===== src/sv/tdmh_pkg.sv =====
// shared types and constants for the timer deadline min-heap
package tdmh_pkg;
  localparam int CAPACITY      = 64;
  localparam int ID_COUNT      = 64;
  localparam int DEADLINE_BITS = 48;
  localparam int SLOT_W  = $clog2(CAPACITY);
  localparam int ID_W    = $clog2(ID_COUNT);
  localparam int COUNT_W = $clog2(CAPACITY + 1);

  localparam logic [1:0] CMD_ADD    = 2'd0;
  localparam logic [1:0] CMD_REMOVE = 2'd1;
  localparam logic [1:0] CMD_POP    = 2'd2;
  localparam logic [1:0] CMD_UNUSED = 2'd3;

  localparam logic [1:0] ST_OK     = 2'd0;
  localparam logic [1:0] ST_FULL   = 2'd1;
  localparam logic [1:0] ST_ABSENT = 2'd2;
  localparam logic [1:0] ST_DUP    = 2'd3;

  typedef struct packed {
    logic [1:0]               command;
    logic [ID_W-1:0]          timer_id;
    logic [DEADLINE_BITS-1:0] deadline;
  } tdmh_in_t;

  typedef struct packed {
    logic [1:0]               status;
    logic                     became_top;
    logic [ID_W-1:0]          removed_id;
    logic [ID_W-1:0]          top_id;
    logic [DEADLINE_BITS-1:0] top_deadline;
    logic                     is_empty;
    logic [COUNT_W-1:0]       entry_total;
  } tdmh_out_t;

  typedef enum logic [3:0] {
    OP_NONE, OP_LOAD, OP_DECODE, OP_RD_POS, OP_RD_LAST, OP_START, OP_UP_RD, OP_UP_CMP,
    OP_DN_RD, OP_DN_RD2, OP_DN_CMP, OP_PLACE, OP_TOP_RD, OP_FINISH
  } tdmh_op_t;

  typedef struct packed {
    tdmh_op_t op;
  } tdmh_cmd_t;

  typedef struct packed {
    logic [1:0] decode_status; // status found at decode
    logic       is_add;        // transaction is an add
    logic       no_op;         // transaction leaves the heap alone
    logic       up_go;         // sift up continues
    logic       dn_go;         // sift down continues
    logic       take_up;       // removal moves upward
    logic       no_move;       // removed slot was the last
  } tdmh_stat_t;
endpackage


===== src/sv/tdmh_ctrl.sv =====
// sequencing state machine
module tdmh_ctrl (
  input  logic                 clk,
  input  logic                 rst,
  input  logic                 in_valid,
  output logic                 in_ready,
  output logic                 out_valid,
  input  logic                 out_ready,
  input  tdmh_pkg::tdmh_stat_t stat,
  output tdmh_pkg::tdmh_cmd_t  cmd
);
  import tdmh_pkg::*;

  localparam logic [3:0] S_IDLE = 4'd0, S_DEC = 4'd1, S_POS = 4'd2, S_LAST = 4'd3,
                         S_CHK = 4'd4, S_START = 4'd5, S_UPRD = 4'd6, S_UPCMP = 4'd7,
                         S_DNRD = 4'd8, S_DNRD2 = 4'd9, S_DNCMP = 4'd10,
                         S_PLACE = 4'd11, S_TOP = 4'd12, S_OUT = 4'd13, S_ADDUP = 4'd14;

  logic [3:0] state, state_next;

  assign in_ready  = (state == S_IDLE);
  assign out_valid = (state == S_OUT);

  always_ff @(posedge clk) begin
    if (rst) state <= S_IDLE;
    else state <= state_next;
  end

  always_comb begin
    state_next = state;
    cmd.op = OP_NONE;
    unique case (state)
      S_IDLE: begin
        cmd.op = OP_LOAD;
        if (in_valid) state_next = S_DEC;
      end
      S_DEC: begin
        cmd.op = OP_DECODE;
        state_next = (stat.decode_status == ST_OK && !stat.no_op) ? S_POS : S_TOP;
      end
      S_POS: begin
        cmd.op = OP_RD_POS;
        state_next = S_LAST;
      end
      S_LAST: begin
        // for add, go straight into sift up from the new slot
        if (stat.is_add) begin
          cmd.op = OP_UP_RD;
          state_next = S_UPCMP;
        end else begin
          cmd.op = OP_RD_LAST;
          state_next = S_CHK;
        end
      end
      S_CHK: begin
        cmd.op = OP_START;
        state_next = stat.no_move ? S_TOP : S_ADDUP;
      end
      S_ADDUP: begin
        cmd.op = OP_UP_RD;
        state_next = stat.take_up ? S_UPCMP : S_DNRD;
      end
      S_UPRD: begin
        cmd.op = OP_UP_RD;
        state_next = S_UPCMP;
      end
      S_UPCMP: begin
        cmd.op = OP_UP_CMP;
        state_next = stat.up_go ? S_UPRD : S_PLACE;
      end
      S_DNRD: begin
        cmd.op = OP_DN_RD;
        state_next = S_DNRD2;
      end
      S_DNRD2: begin
        cmd.op = OP_DN_RD2;
        state_next = S_DNCMP;
      end
      S_DNCMP: begin
        cmd.op = OP_DN_CMP;
        state_next = stat.dn_go ? S_DNRD : S_PLACE;
      end
      S_PLACE: begin
        cmd.op = OP_PLACE;
        state_next = S_START;
      end
      S_START: begin
        cmd.op = OP_TOP_RD;
        state_next = S_TOP;
      end
      S_TOP: begin
        cmd.op = OP_TOP_RD;
        state_next = S_OUT;
      end
      S_OUT: if (out_ready) state_next = S_IDLE;
      default: state_next = S_IDLE;
    endcase
  end
endmodule


===== config.mk =====
export PLATFORM = sky130hd
export DESIGN_NAME = tdmh_ctrl
export DESIGN_NICKNAME = d
export VERILOG_FILES = /design/src/sv/tdmh_pkg.sv /design/src/sv/tdmh_ctrl.sv
export SDC_FILE = /design/constraint.sdc
export NUM_CORES = 1
export LEC_CHECK = 0
export BUFFER_PORTS_ARGS = -buffer_cell sky130_fd_sc_hd__buf_2
export CORE_AREA = 3 3 40 42
export CTS_CLUSTER_DIAMETER = 80
export CTS_CLUSTER_SIZE = 30
export DETAILED_ROUTE_END_ITERATION = 10
export DIE_AREA = 0 0 43 45
export GPL_ROUTABILITY_DRIVEN = 0
export SLEW_MARGIN = 10
export SYNTH_ARGS = -nofsm -noshare
export SYNTH_HDL_FRONTEND = slang
export SYNTH_SLANG_ARGS = --single-unit

===== constraint.sdc =====
create_clock -name clk -period 3.69 [get_ports clk]
set_input_delay 0.369 -clock clk [delete_from_list [all_inputs] [get_ports clk]]
set_output_delay 0.369 -clock clk [all_outputs]
set_load 0.01 [all_outputs]

==> impl_metrics.env <==
export IMPL_reg2reg_slack_ps=2090
export IMPL_setup_worst_path_end_class="output port"
export IMPL_postLayoutCoreUtil=0.422
export IMPL_met3_usage=0.0398
export IMPL_ys_warn_count=0
export IMPL_cts_tree="done"
export IMPL_cts_made_buffers=3
export IMPL_core_um2=1280
export IMPL_clockRootBuffer="clkbuf_4"
export IMPL_drive_gt1_frac=0.275
export IMPL_regToRegStartpoint="state[2]$_SDFFE_PP0P_"
export IMPL_antenna_found_initial=0
export IMPL_cts_resized=0
export IMPL_period_share=0.523
export IMPL_ys_seq_area_frac=0.177
export IMPL_ctsHoldBuffers=0
export IMPL_p_leak_uw=0.000218
export IMPL_rows=13
export IMPL_synth_top_family_by_area="compound AO/OA/AOI/OAI gates"
export IMPL_fin_hold_ws_ps=350
export IMPL_drt_iter0_drc=14
export IMPL_n_fill_cell=149
export IMPL_syn_inst=66
export IMPL_wl_per_cell_um=12.0
export IMPL_overflow=0
export IMPL_floorplan_die_area_um2=1940
export IMPL_synthMuxAreaShare=0
export IMPL_nets=94
export IMPL_hp_class="primary input to flop"
export IMPL_viasPerCell=5.56
export IMPL_cp_max_fo=19
export IMPL_ant_nets=0
export IMPL_clock_skew_ps=3.51
export IMPL_largest_reg_flops=4
export IMPL_crit_reg2reg_capture="state[0]$_SDFFE_PP0P_"
export IMPL_clk_pin_slew_ps=40
export IMPL_cts_buffer_depth=2
export IMPL_rsz0062_at_grt="false"
export IMPL_hold_viol=0
export IMPL_finalSetupTns_ps=0
export IMPL_grt_max_degree=21
export IMPL_cts_setup_buffers=0
export IMPL_top_register="state"
export IMPL_worstSetupStartpointType="flop"
export IMPL_area_delta_synth_final_pct=19.9
export IMPL_gr_usage_met1=0.156
export IMPL_clk_latency_ps=230
export IMPL_num_antenna_cells=0
export IMPL_cap_violations=0
export IMPL_startpoint="state[0]$_SDFFE_PP0P_"
export IMPL_vias=528
export IMPL_r2r_cells=4
export IMPL_hpwlAfterDp_um=843
export IMPL_max_freq_mhz=518
export IMPL_worstSetupPathType="flop to output port"
export IMPL_worstPathRequired_ps=3320
export IMPL_tightest_slew_ps=608
export IMPL_gr_max_usage_layer="met2"
export IMPL_largest_registers="state (4)"
export IMPL_initial_core_util=0.352
export IMPL_die_w_um=43
export IMPL_yosysUniqueCellTypes=33
export IMPL_cts_max_level=1
export IMPL_drt_pass1_iter_count=4
export IMPL_routed_wl_um=1140
export IMPL_synth_net_count=78
export IMPL_period_needed_ps=1930
export IMPL_slew_viol_final=0
export IMPL_setup_viol=0
export IMPL_slew_headroom=0.594
export IMPL_synthXorXnorAreaFrac=0.0194
export IMPL_crit_path_end="cmd[0]"
export IMPL_synth_area_um2=452
export IMPL_worstHoldStart="rst"
export IMPL_powerDensity_nw_per_um2=782
export IMPL_grt_pass1_vias=471
export IMPL_syn_area_per_cell_um2=6.84
export IMPL_die_y_um=45
export IMPL_synthSimpleGateAreaFrac=0.277
export IMPL_synth_compound_area_share=0.413
export IMPL_ys_ff_latch=4
export IMPL_synth_adder_area_share=0
export IMPL_port_buffers=17
export IMPL_clkSinkCount=4
export IMPL_pin_count=18
export IMPL_max_vdd_ir_drop_uv=276
export IMPL_drcViolationCount=0
export IMPL_grtUsageMet2=0.213
export IMPL_status="finished clean"
export IMPL_track_usage=0.124
export IMPL_grt_pass1_wl_um=1880
export IMPL_power_uw=424
export IMPL_cp_arrival_ps=1560
per-stage QoR:
step	cell area (µm²)	setup slack, ps	std cells
floorplan	452	2190	66
finish	542	1760	95
detailed placement	519	1990	92
CTS	542	1740	95
global placement	519	2010	92
global route	542	1610	95
report_power, final:
part	switching [µW]	internal [µW]	leakage, µW
combinational	114	120	0.000171
clock	16.4	36.3	0.0000138
sequential	75.3	61.1	0.0000330
cells by family after synthesis:
| logic type | count (synthesis) |
|---|---|
| AO/OA/AOI/OAI | 28 |
| buffers and inverters | 10 |
| AND/OR/NAND/NOR | 23 |
| flip-flops | 4 |
| XOR/XNOR | 1 |
cell usage after synthesis:
cell type / count / area [µm²]
a311oi_1: 1 / 8.76
o22ai_1: 2 / 12.5
nand2b_1: 3 / 18.8
a31oi_1: 4 / 25.0
o31a_1: 1 / 8.76
a32o_1: 2 / 20.0
and2_1: 1 / 6.26
inv_1: 4 / 15.0
nand2_1: 6 / 22.5
or3_4: 1 / 11.3
a21oi_1: 6 / 30.0
nor2_1: 4 / 15.0
clkbuf_1: 2 / 7.51
buf_2: 2 / 10.0
and3b_1: 1 / 8.76
o211ai_1: 1 / 7.51
buf_4: 1 / 7.51
nor4_1: 1 / 6.26
o21a_1: 1 / 7.51
a2bb2oi_1: 1 / 8.76
a21o_1: 1 / 7.51
nand2_2: 1 / 6.26
o21ai_0: 5 / 25.0
dfxtp_1: 4 / 80.1
buf_6: 1 / 11.3
o221ai_1: 1 / 8.76
nand3b_1: 1 / 7.51
or3_1: 1 / 6.26
o2bb2ai_1: 1 / 8.76
nor3_1: 2 / 10.0
nor2b_1: 1 / 6.26
xor2_1: 1 / 8.76
a211oi_1: 1 / 7.51
worst max-delay path, stage by stage, from the launching register on:
cell and delay [ps]:
dfxtp_1 670, and2_1 260, a21oi_1 80, o22ai_1 160, buf_2 150
final cells by class:
class                      count  area [µm²]  area share
clock buffer                   3        22.5      0.0416
timing repair buffer          17        85.1       0.157
inverter                       4        15.0      0.0277
multi-input combinational     52         320       0.591
sequential                     4        80.1       0.148
tap                           15        18.8      0.0346
how the worst min path moves through the flow:
stage | to | slack [ps] | cells past startpoint
5_1_grt | state[2]$_SDFFE_PP0P_ | 340 | 2
2_1_floorplan | state[2]$_SDFFE_PP0P_ | 440 | 1
4_1_cts | state[2]$_SDFFE_PP0P_ | 340 | 2
6_report | state[2]$_SDFFE_PP0P_ | 350 | 2
3_3_place_gp | state[2]$_SDFFE_PP0P_ | 580 | 2
3_5_place_dp | state[2]$_SDFFE_PP0P_ | 590 | 2
placed cells by master (no fill, tap or decap):
cell       instances
a32o_1             2
o31a_1             1
nand2_1            6
xor2_1             1
a21o_1             1
o211ai_1           1
nand2_2            1
o2bb2ai_1          1
and3b_1            1
a2bb2oi_1          1
and2_1             1
clkbuf_4           3
or3_1              1
a21oi_1            6
a211oi_1           1
o22ai_1            2
buf_2             17
nand3b_1           1
nor2b_1            1
inv_1              4
nor2_1             4
nor3_1             2
o21ai_0            5
o21a_1             1
nor4_1             1
or3_4              1
a31oi_1            4
dfxtp_1            4
nand2b_1           3
o221ai_1           1
a311oi_1           1
per-layer routing:
metal | part of all wire | routed length [µm] | up-vias
li1 | - | - | 276
met1 | 0.49 | 557 | 236
met2 | 0.45 | 512 | 16
met3 | 0.058 | 66 | 0
met4 | 0 | 0 | 0
met5 | 0 | 0 | -
(Power assumes the default switching activity.)
